**src/rtl/gcm_pkg.sv**
```systemverilog
`timescale 1ns / 1ps
`default_nettype none

package gcm_pkg;

   localparam int unsigned DENOM_COUNT_DEFAULT = 13;
   localparam int unsigned TABLE_SLOTS         = 16;

   localparam int unsigned AMOUNT_W = 24;
   localparam int unsigned INDEX_W  = 4;
   localparam int unsigned DENOM_W  = 15;
   localparam int unsigned CNT_W    = 10;
   localparam int unsigned REM_W    = 15;

   // floor(x / 20000) == (x * RECIP_MULT) >> RECIP_SHIFT for every 24-bit x
   localparam int unsigned RECIP_W     = 25;
   localparam int unsigned RECIP_SHIFT = 39;
   localparam int unsigned PROD_W      = AMOUNT_W + RECIP_W;
   localparam logic [RECIP_W-1:0] RECIP_MULT = 25'd27487791;

   // largest ratio between neighboring denominations
   localparam int unsigned MAX_RATIO = 5;
   localparam int unsigned QUOT_W    = 3;
   localparam int unsigned THR_W     = 18;

   localparam logic [DENOM_W-1:0] DENOM_TABLE [TABLE_SLOTS] = '{
      15'd20000, 15'd10000, 15'd5000, 15'd2000, 15'd1000, 15'd500, 15'd200, 15'd100,
      15'd50, 15'd20, 15'd10, 15'd5, 15'd1, 15'd1, 15'd1, 15'd1
   };

endpackage

`default_nettype wire

```
**src/rtl/greedy_change_maker.sv**
```systemverilog
// Greedy change maker.
// Input channel (req_): one amount in cents per transfer, req_amount_cents.
// Result channel (rsp_): DENOM_COUNT transfers per amount, one per
// denomination, largest first, zero counts included; rsp_is_last marks the
// smallest denomination. Each result carries its table index, the value of
// the denomination in cents and the count of pieces.
// The datapath is a pipeline of DENOM_COUNT + 1 stages (a reciprocal
// multiply, then one stage per denomination) and takes a new amount in
// every cycle while it has room. The rate of amounts is set by the result
// channel, which moves one result per cycle out of the output shift
// register while rsp_stall is low.
// Reset clears all valid bits and the result counter; nothing else is kept.
// rsp_stall holds the current result; the pipeline keeps filling behind it
// and then raises req_stall. No item is lost or repeated.
`timescale 1ns / 1ps
`default_nettype none

module greedy_change_maker
   import gcm_pkg::*;
#(
   parameter int unsigned DENOM_COUNT = DENOM_COUNT_DEFAULT
) (
   input  wire logic                clock,
   input  wire logic                reset,
   input  wire logic                req_valid,
   output logic                     req_stall,
   input  wire logic [AMOUNT_W-1:0] req_amount_cents,
   output logic                     rsp_valid,
   input  wire logic                rsp_stall,
   output logic [INDEX_W-1:0]       rsp_denom_index,
   output logic [DENOM_W-1:0]       rsp_denom_cents,
   output logic [CNT_W-1:0]         rsp_coin_count,
   output logic                     rsp_is_last
);

   localparam int unsigned USED = (DENOM_COUNT > TABLE_SLOTS) ? TABLE_SLOTS :
                                  ((DENOM_COUNT < 1) ? 1 : DENOM_COUNT);
   localparam logic [INDEX_W-1:0] LAST_INDEX = INDEX_W'(USED - 1);

   typedef logic [USED-1:0][CNT_W-1:0] cnt_vec_type;

   // multiply stage
   logic                mul_valid_ff;
   logic [AMOUNT_W-1:0] mul_amount_ff;
   logic [CNT_W-1:0]    mul_q_ff;
   logic [PROD_W-1:0]   mul_prod;
   logic                mul_ready;

   // denomination stages
   logic              pipe_valid_ff [USED];
   logic [REM_W-1:0]  pipe_rem_ff   [USED];
   cnt_vec_type       pipe_cnt_ff   [USED];
   logic [REM_W-1:0]  pipe_rem_in   [USED];
   cnt_vec_type       pipe_cnt_in   [USED];
   logic [USED:0]     pipe_ready;

   // output shift register
   logic               ser_valid_ff;
   logic [INDEX_W-1:0] ser_idx_ff;
   cnt_vec_type        ser_cnt_ff;
   logic               ser_last;
   logic               ser_ready;
   logic               rsp_xfer;

   assign mul_prod  = PROD_W'(req_amount_cents) * PROD_W'(RECIP_MULT);
   assign mul_ready = !mul_valid_ff || pipe_ready[0];
   assign req_stall = !mul_ready;

   always_ff @(posedge clock) begin
      if (reset) begin
         mul_valid_ff <= 1'b0;
      end else if (mul_ready) begin
         mul_valid_ff <= req_valid;
      end
      if (mul_ready && req_valid) begin
         mul_amount_ff <= req_amount_cents;
         mul_q_ff      <= mul_prod[RECIP_SHIFT +: CNT_W];
      end
   end

   always_comb begin
      pipe_rem_in[0] = REM_W'(mul_amount_ff
                              - (AMOUNT_W'(mul_q_ff) * AMOUNT_W'(DENOM_TABLE[0])));
      pipe_cnt_in[0]    = '0;
      pipe_cnt_in[0][0] = mul_q_ff;
   end

   generate
      for (genvar p = 1; p < USED; p++) begin : g_stage
         always_comb begin
            logic [QUOT_W-1:0] q;
            logic [THR_W-1:0]  thr;
            q = '0;
            for (int m = 1; m <= MAX_RATIO; m++) begin
               thr = THR_W'(m) * THR_W'(DENOM_TABLE[p]);
               if (THR_W'(pipe_rem_ff[p-1]) >= thr) begin
                  q = QUOT_W'(m);
               end
            end
            pipe_rem_in[p] = REM_W'(THR_W'(pipe_rem_ff[p-1])
                                    - (THR_W'(q) * THR_W'(DENOM_TABLE[p])));
            pipe_cnt_in[p]    = pipe_cnt_ff[p-1];
            pipe_cnt_in[p][p] = CNT_W'(q);
         end
      end
   endgenerate

   generate
      for (genvar p = 0; p < USED; p++) begin : g_pipe
         logic src_valid;
         if (p == 0) begin : g_first
            assign src_valid = mul_valid_ff;
         end else begin : g_next
            assign src_valid = pipe_valid_ff[p-1];
         end

         assign pipe_ready[p] = !pipe_valid_ff[p] || pipe_ready[p+1];

         always_ff @(posedge clock) begin
            if (reset) begin
               pipe_valid_ff[p] <= 1'b0;
            end else if (pipe_ready[p]) begin
               pipe_valid_ff[p] <= src_valid;
            end
            if (pipe_ready[p] && src_valid) begin
               pipe_rem_ff[p] <= pipe_rem_in[p];
               pipe_cnt_ff[p] <= pipe_cnt_in[p];
            end
         end
      end
   endgenerate

   assign rsp_xfer         = ser_valid_ff && !rsp_stall;
   assign ser_last         = (ser_idx_ff == LAST_INDEX);
   assign ser_ready        = !ser_valid_ff || (rsp_xfer && ser_last);
   assign pipe_ready[USED] = ser_ready;

   always_ff @(posedge clock) begin
      if (reset) begin
         ser_valid_ff <= 1'b0;
         ser_idx_ff   <= '0;
      end else if (ser_ready && pipe_valid_ff[USED-1]) begin
         ser_valid_ff <= 1'b1;
         ser_idx_ff   <= '0;
      end else if (rsp_xfer && ser_last) begin
         ser_valid_ff <= 1'b0;
      end else if (rsp_xfer) begin
         ser_idx_ff <= ser_idx_ff + 1'b1;
      end
      if (ser_ready && pipe_valid_ff[USED-1]) begin
         ser_cnt_ff <= pipe_cnt_ff[USED-1];
      end else if (rsp_xfer) begin
         ser_cnt_ff <= ser_cnt_ff >> CNT_W;
      end
   end

   assign rsp_valid       = ser_valid_ff;
   assign rsp_denom_index = ser_idx_ff;
   assign rsp_denom_cents = DENOM_TABLE[ser_idx_ff];
   assign rsp_coin_count  = ser_cnt_ff[0];
   assign rsp_is_last     = ser_last;

   a_small_counts : assert property (@(posedge clock) disable iff (reset)
      rsp_valid && (rsp_denom_index != '0) |-> rsp_coin_count <= CNT_W'(MAX_RATIO))
      else $error("count above denomination ratio");

   a_index_step : assert property (@(posedge clock) disable iff (reset)
      rsp_xfer && !ser_last |=> rsp_valid && (rsp_denom_index == $past(rsp_denom_index) + 1'b1))
      else $error("result sequence broken");

   a_index_range : assert property (@(posedge clock) disable iff (reset)
      rsp_valid |-> rsp_denom_index <= LAST_INDEX)
      else $error("denomination index out of range");

   a_tail_hold : assert property (@(posedge clock) disable iff (reset)
      pipe_valid_ff[USED-1] && !ser_ready |=> pipe_valid_ff[USED-1])
      else $error("pipeline tail dropped");

   a_stall_full : assert property (@(posedge clock) disable iff (reset)
      req_stall |-> mul_valid_ff && pipe_valid_ff[0])
      else $error("stall without full front");

endmodule

`default_nettype wire

```
**config.mk**
```make
export PLATFORM = sky130hd
export DESIGN_NAME = greedy_change_maker
export DESIGN_NICKNAME = d
export VERILOG_FILES = /design/src/rtl/gcm_pkg.sv /design/src/rtl/greedy_change_maker.sv
export SDC_FILE = /design/constraint.sdc
export NUM_CORES = 1
export LEC_CHECK = 0
export BUFFER_PORTS_ARGS = -buffer_cell sky130_fd_sc_hd__buf_2
export CAP_MARGIN = 20
export CORE_ASPECT_RATIO = 2
export CORE_MARGIN = 2
export CORE_UTILIZATION = 55
export DETAILED_ROUTE_END_ITERATION = 10
export PLACE_DENSITY = 0.79
export SYNTH_ARGS = -nofsm -noshare
export SYNTH_HDL_FRONTEND = slang
export SYNTH_SLANG_ARGS = --single-unit
export TNS_END_PERCENT = 1
```
**constraint.sdc**
```tcl
create_clock -name clock -period 10.1 [get_ports clock]
set_input_delay 2.02 -clock clock [delete_from_list [all_inputs] [get_ports clock]]
set_output_delay 2.02 -clock clock [all_outputs]
set_load 0.01 [all_outputs]
```
==> results of run 1 <==
## cells by family (layout without fill, tap and decap cells)
| logic type | after synthesis | after routing | synth area share (%) |
|---|---|---|---|
| compound gates | 361 | 361 | 6.228 |
| simple gates | 498 | 498 | 6.744 |
| buf+inv | 592 | 730 | 5.945 |
| xor+xnor | 138 | 138 | 3.175 |
| flops | 622 | 622 | 48.90 |
| fa+ha+maj | 678 | 678 | 27.73 |
| mux | 44 | 44 | 1.278 |
## registers in the layout, indices dropped and copies added, names as in the netlist
| register | count |
|---|---|
| pipe_cnt_ff | 352 |
| pipe_rem_ff | 180 |
| ser_cnt_ff | 36 |
| mul_amount_ff | 15 |
| pipe_valid_ff | 13 |
| mul_q_ff | 10 |
| rsp_coin_count | 10 |
| rsp_denom_index | 4 |
| g_pipe.src_valid | 1 |
| rsp_valid | 1 |
## worst max-delay path by stage
stage / startpoint / endpoint / slack, ns
3_5_place_dp: req_amount_cents[11] / mul_q_ff[3]$_DFFE_PP_ / 1.66
3_3_place_gp: req_amount_cents[6] / mul_q_ff[9]$_DFFE_PP_ / 1.73
5_1_grt: req_amount_cents[4] / mul_q_ff[8]$_DFFE_PP_ / 1.92
4_1_cts: req_amount_cents[4] / mul_q_ff[8]$_DFFE_PP_ / 2.25
6_report: req_amount_cents[9] / mul_q_ff[3]$_DFFE_PP_ / 2.17
2_1_floorplan: req_amount_cents[21] / mul_q_ff[3]$_DFFE_PP_ / 2.41
## layout make-up
class / count / area (sq um)
inverters: 560 / 2102
repair buffers: 76 / 447.9
clock buffers: 60 / 1331
fillers: 5180 / 27220
multi-input cells: 1719 / 17310
flip-flops and latches: 622 / 18620
clock inverters: 34 / 422.9
well taps: 897 / 1122
## cell usage in the layout (no fill, tap or decap), types with 31 or more instances in the layout
master | netlist | layout
nor2b_1 | 44 | 39
xor2_1 | 50 | 50
inv_1 | 560 | 560
mux2_2 | 37 | 37
fa_1 | 276 | 276
nor2_1 | 120 | 117
buf_2 | 0 | 59
edfxtp_1 | 616 | 616
ha_1 | 402 | 402
nand2_1 | 96 | 96
xnor2_1 | 88 | 88
nand3_1 | 31 | 31
clkbuf_16 | 0 | 52
a21o_1 | 38 | 38
a21oi_1 | 72 | 70
nor3_1 | 33 | 33
o21ai_0 | 99 | 99
nand2b_1 | 39 | 39
## metal layers
layer	track usage, %	vias to the layer above	share of wire (%)
met5	0	-	0
met4	23.09	0	10
met3	2.207	373	2.5
met2	53.00	733	58
met1	21.29	11137	29
li1	-	10258	-
## report_power, final
group	leakage (nW)	total, mW	switching, mW	internal [mW]
logic	10.8	8.09	4.75	3.33
clock network	0.852	2.09	0.926	1.16
registers	5.67	3.20	0.117	3.09
total	17.4	13.4	5.80	7.58
## through the flow
step | util [%] | setup slack, ns
after floorplan | - | 2.410
after global placement | 57.69 | 1.726
after detailed placement | 57.69 | 1.662
after CTS | 60.25 | 2.251
after global routing | 60.31 | 1.921
final | 60.31 | 2.167
==> results.sh, run 1 <==
export IMPL_fin_area_sq_um=41360
export IMPL_place_area_sq_um=39560
export IMPL_die_y_um=376.1
export IMPL_grt_total_usage_pct=26.12
export IMPL_seq_area_frac_synth_pct=48.90
export IMPL_port_buffers=59
export IMPL_cap_violations=0
export IMPL_cp_top_family="adder cells"
export IMPL_crit_path_start_kind="input pin"
export IMPL_cts_clk_slew_worst_paths_ns=0.07
export IMPL_dieArea_sq_um=71470
export IMPL_post_route_period_util_pct=78.54
export IMPL_io_pin_count=60
export IMPL_cts_root_buf="clkbuf_16"
export IMPL_cp_num_cells=23
export IMPL_syn_to_final_growth_pct=8.630
export IMPL_rr_startpoint="pipe_rem_ff[0][51]$_DFFE_PP_"
export IMPL_viasPerCell=5.671
export IMPL_cts_setup_buffers=0
export IMPL_synth_area_top_cells="edfxtp_1 (49%), fa_1 (15%), ha_1 (13%)"
export IMPL_clock_sinks=622
export IMPL_rr_worst_depth=14
export IMPL_tightest_slew_ns=0.9585
export IMPL_status="completed"
export IMPL_yosys_register_bits=622
export IMPL_synth_flop_cell="edfxtp_1"
export IMPL_hold_path_end="pipe_cnt_ff[1][340]$_DFFE_PP_"
export IMPL_max_stage_delay_ns=0.63
export IMPL_rr_endpoint="pipe_rem_ff[1][13]$_DFFE_PP_"
export IMPL_fp_row_count=136
export IMPL_firstDrtPassIters=8
export IMPL_synth_edf_count=616
export IMPL_drt_initial_drc_count=1158
export IMPL_fin_worst_skew_ns=0.03804
export IMPL_grt_max_degree=58
export IMPL_ir_worst_vdd_mv=0.4722
export IMPL_cp_end_kind="flip-flop"
export IMPL_setup_tns_ns=0
export IMPL_insertedDiodeCount=0
export IMPL_hold_buffers=0
export IMPL_power_total_mw=13.38
export IMPL_avgSynthCellArea_sq_um=12.98
export IMPL_crit_buf_inv=7
export IMPL_leakage_nw=17.35
export IMPL_die_w_um=190.0
export IMPL_final_cells=3968
export IMPL_clock_latency_ns=0.61
export IMPL_wl_per_cell_um=22.90
export IMPL_synthCells=2933
export IMPL_yosysMostFrequentCell="edfxtp_1"
export IMPL_final_setup_viol_count=0
export IMPL_crit_chain="buf_2 -> ha_1 -> inv_1 -> fa_1 -> inv_1 -> fa_1 -> inv_1 -> fa_1 -> inv_1 -> fa_1 -> fa_1 -> inv_1 -> fa_1 -> inv_1 -> ha_1 -> a21oi_1 -> o211ai_1 -> a211o_1 -> a31oi_1 -> o41a_1 -> o22ai_1 -> o21ai_0 -> xnor2_1"
export IMPL_holdWs_ns=0.4054
export IMPL_synth_top_area_share_pct=48.59
export IMPL_grt_ovfl_total=0
export IMPL_grt_pass1_wl_um=138500
export IMPL_dp_hpwl_um=71540
export IMPL_drive_above_1_share_pct=7.620
export IMPL_hold_path_startpoint="pipe_cnt_ff[1][210]$_DFFE_PP_"
export IMPL_arrival_ns=8.25
export IMPL_rsz0062_at_grt="no"
export IMPL_finalWirelength_um=90860
export IMPL_slew_violations=0
export IMPL_cp_data_required_time_ns=10.42
export IMPL_numPlacedInstances=3872
export IMPL_p_per_area_nw_per_um2=323.5
export IMPL_core_region_area_sq_um=68580
export IMPL_grt_antenna_before_repair=0
export IMPL_synth_fp_nets=3639
export IMPL_cp_max_fo=7
export IMPL_ant_nets=0
export IMPL_cts_repair_resized=0
export IMPL_yosys_warnings=0
export IMPL_synth_largest_area_cell="edfxtp_1"
export IMPL_synthArstFlopShare_pct=0
export IMPL_cts_tree="yes"
export IMPL_hp_class="reg -> reg"
export IMPL_rrSetupSlack_ns=4.24
export IMPL_synthTopCellsByCount="edfxtp_1 (616), inv_1 (560), ha_1 (402), fa_1 (276), nor2_1 (120)"
export IMPL_globalplace_congestion=1.093
export IMPL_start_util_pct=55.52
export IMPL_grt_pass1_vias=25249
export IMPL_drc=0
export IMPL_crit_slowest_cell="fa_1"
export IMPL_numCtsBuffers=51
export IMPL_netlist_area_sq_um=38070
export IMPL_num_vias=22501
export IMPL_htreeDepth=2
export IMPL_holdPathStages=0
export IMPL_synth_cell_types=69
export IMPL_worstSetupPathType="in -> reg"
export IMPL_cts_buffer_depth=3
export IMPL_max_freq_ghz=0.1261
export IMPL_min_period_ns=7.933
export IMPL_layout_nets=3736
export IMPL_hold_violations=0
export IMPL_slew_headroom_pct=35.61
(Power assumes the default switching activity.)
==> run 2, diff against run 1 <==
--- a/config.mk
+++ b/config.mk
@@ -11,7 +11,7 @@
 export CORE_MARGIN = 2
 export CORE_UTILIZATION = 55
 export DETAILED_ROUTE_END_ITERATION = 10
-export PLACE_DENSITY = 0.79
+export PLACE_DENSITY = 0.82
 export SYNTH_ARGS = -nofsm -noshare
 export SYNTH_HDL_FRONTEND = slang
 export SYNTH_SLANG_ARGS = --single-unit
==> constraint.sdc (replaced) <==
create_clock -name clock -period 7.16 [get_ports clock]
set_input_delay 1.432 -clock clock [delete_from_list [all_inputs] [get_ports clock]]
set_output_delay 1.432 -clock clock [all_outputs]
set_load 0.01 [all_outputs]
==> results.sh, run 2 (synthesized netlist as in run 1, its figures left out) <==
export IMPL_fp_row_count=136
export IMPL_firstDrtPassIters=7
export IMPL_cp_data_required_time_ns=7.51
export IMPL_slew_headroom_pct=45.90
export IMPL_cts_buffer_depth=3
export IMPL_rrSetupSlack_ns=1.32
export IMPL_slew_violations=0
export IMPL_cts_clk_slew_worst_paths_ns=0.07
export IMPL_hold_violations=0
export IMPL_drc=0
export IMPL_tightest_slew_ns=0.8031
export IMPL_cts_tree="yes"
export IMPL_finalWirelength_um=90250
export IMPL_largest_register="pipe_cnt_ff"
export IMPL_holdWs_ns=0.4039
export IMPL_mostFrequentLayoutCells="edfxtp_1 (616), inv_1 (559), ha_1 (401), fa_1 (275), buf_4 (188)"
export IMPL_rr_endpoint="pipe_rem_ff[1][13]$_DFFE_PP_"
export IMPL_p_per_area_nw_per_um2=468.9
export IMPL_drive_above_1_share_pct=12.83
export IMPL_hp_class="reg -> reg"
export IMPL_max_stage_delay_ns=0.56
export IMPL_route_met3_wl_um=2815
export IMPL_grt_antenna_before_repair=0
export IMPL_numCtsBuffers=50
export IMPL_worstSetupPathType="in -> reg"
export IMPL_power_total_mw=20.01
export IMPL_rr_worst_depth=16
export IMPL_fin_worst_skew_ns=0.01487
export IMPL_cp_end_kind="flip-flop"
export IMPL_final_common_cell="edfxtp_1"
export IMPL_post_route_period_util_pct=98.52
export IMPL_wl_per_cell_um=21.80
export IMPL_clock_latency_ns=0.61
export IMPL_grt_total_usage_pct=25.92
export IMPL_dp_hpwl_um=70990
export IMPL_rsz0062_at_grt="no"
export IMPL_insertedDiodeCount=0
export IMPL_drt_initial_drc_count=1381
export IMPL_grt_pass1_wl_um=137000
export IMPL_min_period_ns=7.054
export IMPL_port_buffers=59
export IMPL_cap_violations=0
export IMPL_syn_to_final_growth_pct=12.11
export IMPL_largest_reg_flops=352
export IMPL_max_freq_ghz=0.1418
export IMPL_grt_pass1_vias=25473
export IMPL_start_util_pct=55.52
export IMPL_final_setup_viol_count=0
export IMPL_crit_slowest_cell="fa_1"
export IMPL_cp_max_fo=2
export IMPL_leakage_nw=18.17
export IMPL_setup_tns_ns=0
export IMPL_dieArea_sq_um=71470
export IMPL_viasPerCell=5.599
export IMPL_grt_max_degree=58
export IMPL_largest_registers="pipe_cnt_ff (352), pipe_rem_ff (180), ser_cnt_ff (36)"
export IMPL_crit_path_start_kind="input pin"
export IMPL_globalplace_congestion=1.010
export IMPL_die_y_um=376.1
export IMPL_crit_chain="buf_2 -> fa_2 -> inv_1 -> buf_4 -> fa_1 -> fa_1 -> inv_1 -> fa_1 -> fa_1 -> fa_1 -> inv_1 -> fa_1 -> inv_1 -> ha_1 -> a21oi_1 -> o211ai_1 -> a211o_1 -> a31oi_1 -> o41a_1 -> o22ai_2 -> o21ba_2 -> xor2_1"
export IMPL_top_layer="met4"
export IMPL_num_vias=23173
export IMPL_holdPathStages=0
export IMPL_hold_path_startpoint="pipe_cnt_ff[0][397]$_DFFE_PP_"
export IMPL_status="completed"
export IMPL_dr_wl_met2_um=52220
export IMPL_grt_ovfl_total=0
export IMPL_arrival_ns=7.40
export IMPL_hold_path_end="pipe_cnt_ff[0][527]$_DFFE_PP_"
export IMPL_clock_sinks=622
export IMPL_wl_met1_um=24480
export IMPL_io_pin_count=60
export IMPL_layout_nets=3907
export IMPL_die_w_um=190.0
export IMPL_core_region_area_sq_um=68580
export IMPL_rr_startpoint="pipe_rem_ff[0][58]$_DFFE_PP_"
export IMPL_crit_top_cell="fa_1"
export IMPL_htreeDepth=2
export IMPL_ant_nets=0
export IMPL_cts_root_buf="clkbuf_16"
export IMPL_ir_worst_vdd_mv=0.5242
[run 2: cell types whose count changed in the layout (fill, tap and decap cells not counted), moves of 2 or more]
cell / previous run / this run
a211oi_1: 17 / 15
a211oi_2: 0 / 2
buf_4: 15 / 188
clkbuf_16: 52 / 50
clkinv_2: 9 / 6
clkinv_4: 4 / 2
clkinvlp_4: 2 / 5
inv_6: 0 / 3
nor4b_1: 3 / 1
nor4b_2: 0 / 2
[run 2: worst max path at each step]
stage	start	to	cells past startpoint
after global routing	req_amount_cents[9]	mul_q_ff[9]$_DFFE_PP_	23
final	req_amount_cents[21]	mul_q_ff[4]$_DFFE_PP_	22
after detailed placement	req_amount_cents[21]	mul_q_ff[9]$_DFFE_PP_	23
after global placement	req_amount_cents[21]	mul_q_ff[3]$_DFFE_PP_	22
after CTS	req_amount_cents[21]	mul_q_ff[9]$_DFFE_PP_	23
after floorplan	req_amount_cents[21]	mul_q_ff[3]$_DFFE_PP_	22
[run 2: worst max-delay path: cells and delay by family]
family	cells	cell delay [ns]
XOR/XNOR	1	0.14
AO/OA/AOI/OAI	7	1.46
buffers and inverters	6	0.46
adder cells (fa/ha/maj)	8	3.91
[run 2: metrics by stage]
stage               util [%]  cells  cell area (sq um)  setup WS [ns]
detailed placement     59.58   4045              40860        -0.5014
CTS                    62.13   4138              42610         0.1471
global route           62.24   4139              42680       0.009525
floorplan                  -   2933              38070        0.05792
finish                 62.24   4139              42680         0.1057
global placement       59.58   4045              40860        -0.4257
[run 2: power by group]
| part | leakage [nW] | total [mW] | switching [mW] | internal, mW |
|---|---|---|---|---|
| logic | 11.7 | 12.5 | 6.83 | 5.67 |
| registers | 5.67 | 4.57 | 0.215 | 4.35 |
| clock network | 0.835 | 2.95 | 1.31 | 1.63 |
[run 2: repair_timing]
action,CTS,global route
resized for setup,0,11
setup buffers,0,0
setup endpoints to repair,0,9
hold buffers,0,0
[run 2: final cells by class]
| cell class | instances | area, sq um |
|---|---|---|
| Tap cell | 897 | 1122 |
| Multi-Input combinational cell | 1719 | 17360 |
| Clock inverter | 36 | 474.2 |
| Sequential cell | 622 | 18620 |
| Clock buffer | 57 | 1277 |
| Fill cell | 5050 | 25890 |
| Inverter | 560 | 2102 |
| Timing Repair Buffer | 248 | 1727 |
[run 2: metal layers]
| layer | track usage (%) | up-vias |
|---|---|---|
| met3 | 2.868 | 437 |
| met4 | 25.79 | 0 |
| li1 | - | 10602 |
| met1 | 19.94 | 11299 |
| met5 | 0 | - |
| met2 | 52.05 | 835 |
==> run 3, diff against run 2 <==
--- a/config.mk
+++ b/config.mk
@@ -11,7 +11,7 @@
 export CORE_MARGIN = 2
 export CORE_UTILIZATION = 55
 export DETAILED_ROUTE_END_ITERATION = 10
-export PLACE_DENSITY = 0.82
+export PLACE_DENSITY = 0.79
 export SYNTH_ARGS = -nofsm -noshare
 export SYNTH_HDL_FRONTEND = slang
 export SYNTH_SLANG_ARGS = --single-unit
==> constraint.sdc (replaced) <==
create_clock -name clock -period 7.7 [get_ports clock]
set_input_delay 1.54 -clock clock [delete_from_list [all_inputs] [get_ports clock]]
set_output_delay 1.54 -clock clock [all_outputs]
set_load 0.01 [all_outputs]
==> results.sh, run 3 (synthesized netlist as in run 1, its figures left out) <==
export IMPL_die_y_um=376.1
export IMPL_die_w_um=190.0
export IMPL_clock_sinks=622
export IMPL_grt_total_usage_pct=26.27
export IMPL_hold_violations=0
export IMPL_rsz0062_at_grt="no"
export IMPL_p_per_area_nw_per_um2=438.9
export IMPL_globalplace_congestion=0.9822
export IMPL_wl_per_cell_um=22.31
export IMPL_drive_above_1_share_pct=11.55
export IMPL_grt_util_met3_pct=2.598
export IMPL_dp_hpwl_um=72930
export IMPL_worstSetupPathType="in -> reg"
export IMPL_grt_pass1_wl_um=139500
export IMPL_largest_registers="pipe_cnt_ff (352), pipe_rem_ff (180), ser_cnt_ff (36)"
export IMPL_largest_reg_flops=352
export IMPL_numCtsBuffers=51
export IMPL_cts_clk_slew_worst_paths_ns=0.08
export IMPL_cts_tree="yes"
export IMPL_fill_cells=5072
export IMPL_max_freq_ghz=0.1320
export IMPL_power_total_mw=18.59
export IMPL_cap_violations=0
export IMPL_rrSetupSlack_ns=2.10
export IMPL_tightest_slew_ns=0.9981
export IMPL_ir_worst_vdd_mv=0.6273
export IMPL_final_setup_viol_count=0
export IMPL_io_pin_count=60
export IMPL_use_met2_pct=53.31
export IMPL_rr_startpoint="pipe_rem_ff[0][58]$_DFFE_PP_"
export IMPL_drc=0
export IMPL_gr_usage_met1_pct=21.13
export IMPL_endpoint="mul_q_ff[1]$_DFFE_PP_"
export IMPL_num_vias=22979
export IMPL_viasPerCell=5.617
export IMPL_largest_register="pipe_cnt_ff"
export IMPL_slew_headroom_pct=32.76
export IMPL_grt_pass1_vias=25798
export IMPL_rr_endpoint="pipe_rem_ff[1][13]$_DFFE_PP_"
export IMPL_startpoint="req_amount_cents[7]"
export IMPL_insertedDiodeCount=0
export IMPL_start_util_pct=55.52
export IMPL_layout_nets=3857
export IMPL_ant_nets=0
export IMPL_grt_busiest_layer="met2"
export IMPL_cp_max_fo=7
export IMPL_crit_path_start_kind="input pin"
export IMPL_htreeDepth=2
export IMPL_min_period_ns=7.574
export IMPL_fin_worst_skew_ns=0.04183
export IMPL_grt_max_degree=58
export IMPL_cp_end_kind="flip-flop"
export IMPL_finalWorstSetupSlack_ns=0.1262
export IMPL_post_route_period_util_pct=98.36
export IMPL_port_buffers=59
export IMPL_core_region_area_sq_um=68580
export IMPL_finalWirelength_um=91280
export IMPL_place_ws_ns=-0.4282
export IMPL_cts_setup_buffers=0
export IMPL_cts_root_buf="clkbuf_16"
export IMPL_slew_violations=0
export IMPL_leakage_nw=17.96
export IMPL_rr_worst_depth=16
export IMPL_clock_latency_ns=0.62
export IMPL_cp_data_required_time_ns=8.08
export IMPL_dieArea_sq_um=71470
export IMPL_mostFrequentLayoutCells="edfxtp_1 (616), inv_1 (560), ha_1 (402), fa_1 (276), buf_4 (136)"
export IMPL_grt_antenna_before_repair=0
export IMPL_fp_row_count=136
export IMPL_syn_to_final_growth_pct=11.26
export IMPL_cts_buffer_depth=3
export IMPL_status="completed"
export IMPL_grt_ovfl_total=0
export IMPL_arrival_ns=7.96
export IMPL_final_common_cell="edfxtp_1"
export IMPL_hp_class="reg -> reg"
export IMPL_drt_initial_drc_count=1208
export IMPL_firstDrtPassIters=5
[run 3: per-stage QoR]
| step | cells | hold WS [ns] | TNS, ns | area, sq um | utilization [%] |
|---|---|---|---|---|---|
| floorplan | 2933 | 0.4003 | 0 | 38070 | - |
| global placement | 3993 | 0.4000 | -2.087 | 40470 | 59.02 |
| detailed placement | 3993 | 0.4045 | -2.325 | 40470 | 59.02 |
| CTS | 4089 | 0.3998 | 0 | 42310 | 61.70 |
| global route | 4091 | 0.4168 | 0 | 42360 | 61.76 |
| finish | 4091 | 0.4106 | 0 | 42360 | 61.76 |
[run 3: routing by layer]
metal | up-vias | wire length (um)
met4 | 0 | 9511
met2 | 766 | 53150
met1 | 11339 | 26020
li1 | 10501 | -
met3 | 373 | 2595
met5 | - | 0
[run 3: power by group]
group	total, mW	internal [mW]	switching [mW]
Combinational	11.5	4.94	6.60
Sequential	4.22	4.05	0.175
Clock	2.83	1.54	1.28
[run 3: timing repair]
item | 4_1_cts | 5_1_grt
hold buffers | 0 | 0
resized for setup | 0 | 1
hold endpoints to repair | 0 | 0
setup endpoints to repair | 0 | 5
[run 3: cell type report]
| type | count | area (sq um) | area share (%) |
|---|---|---|---|
| repair buffers | 197 | 1356 | 3.202 |
| well taps | 897 | 1122 | 2.650 |
| multi-input cells | 1719 | 17320 | 40.88 |
| flip-flops and latches | 622 | 18620 | 43.96 |
| inverters | 560 | 2102 | 4.963 |
| clock inverters | 44 | 539.3 | 1.273 |
| clock buffers | 52 | 1301 | 3.072 |
[run 3: worst min path at each step]
stage,cells after the start,end,startpoint
4_1_cts,0,pipe_cnt_ff[1][611]$_DFFE_PP_,pipe_cnt_ff[1][481]$_DFFE_PP_
3_3_place_gp,0,pipe_cnt_ff[1][181]$_DFFE_PP_,pipe_cnt_ff[1][51]$_DFFE_PP_
5_1_grt,0,pipe_cnt_ff[1][311]$_DFFE_PP_,pipe_cnt_ff[1][181]$_DFFE_PP_
3_5_place_dp,0,pipe_cnt_ff[0][135]$_DFFE_PP_,pipe_cnt_ff[0][5]$_DFFE_PP_
6_report,0,pipe_cnt_ff[0][269]$_DFFE_PP_,pipe_cnt_ff[0][139]$_DFFE_PP_
2_1_floorplan,0,pipe_cnt_ff[0][130]$_DFFE_PP_,pipe_cnt_ff[0][0]$_DFFE_PP_
[run 3: worst max-delay path, stage by stage]
cell and delay (ns):
buf_2 0.18, inv_1 0.07, ha_1 0.39, inv_1 0.10, ha_1 0.20, inv_1 0.22
fa_1 0.51, fa_1 0.53, inv_1 0.05, fa_1 0.52, fa_1 0.54, fa_1 0.50
ha_1 0.37, a21o_1 0.23, a211o_1 0.30, o221ai_1 0.24, buf_4 0.21, nand4_1 0.20
a211oi_2 0.48, nor2_1 0.20, xor2_1 0.38
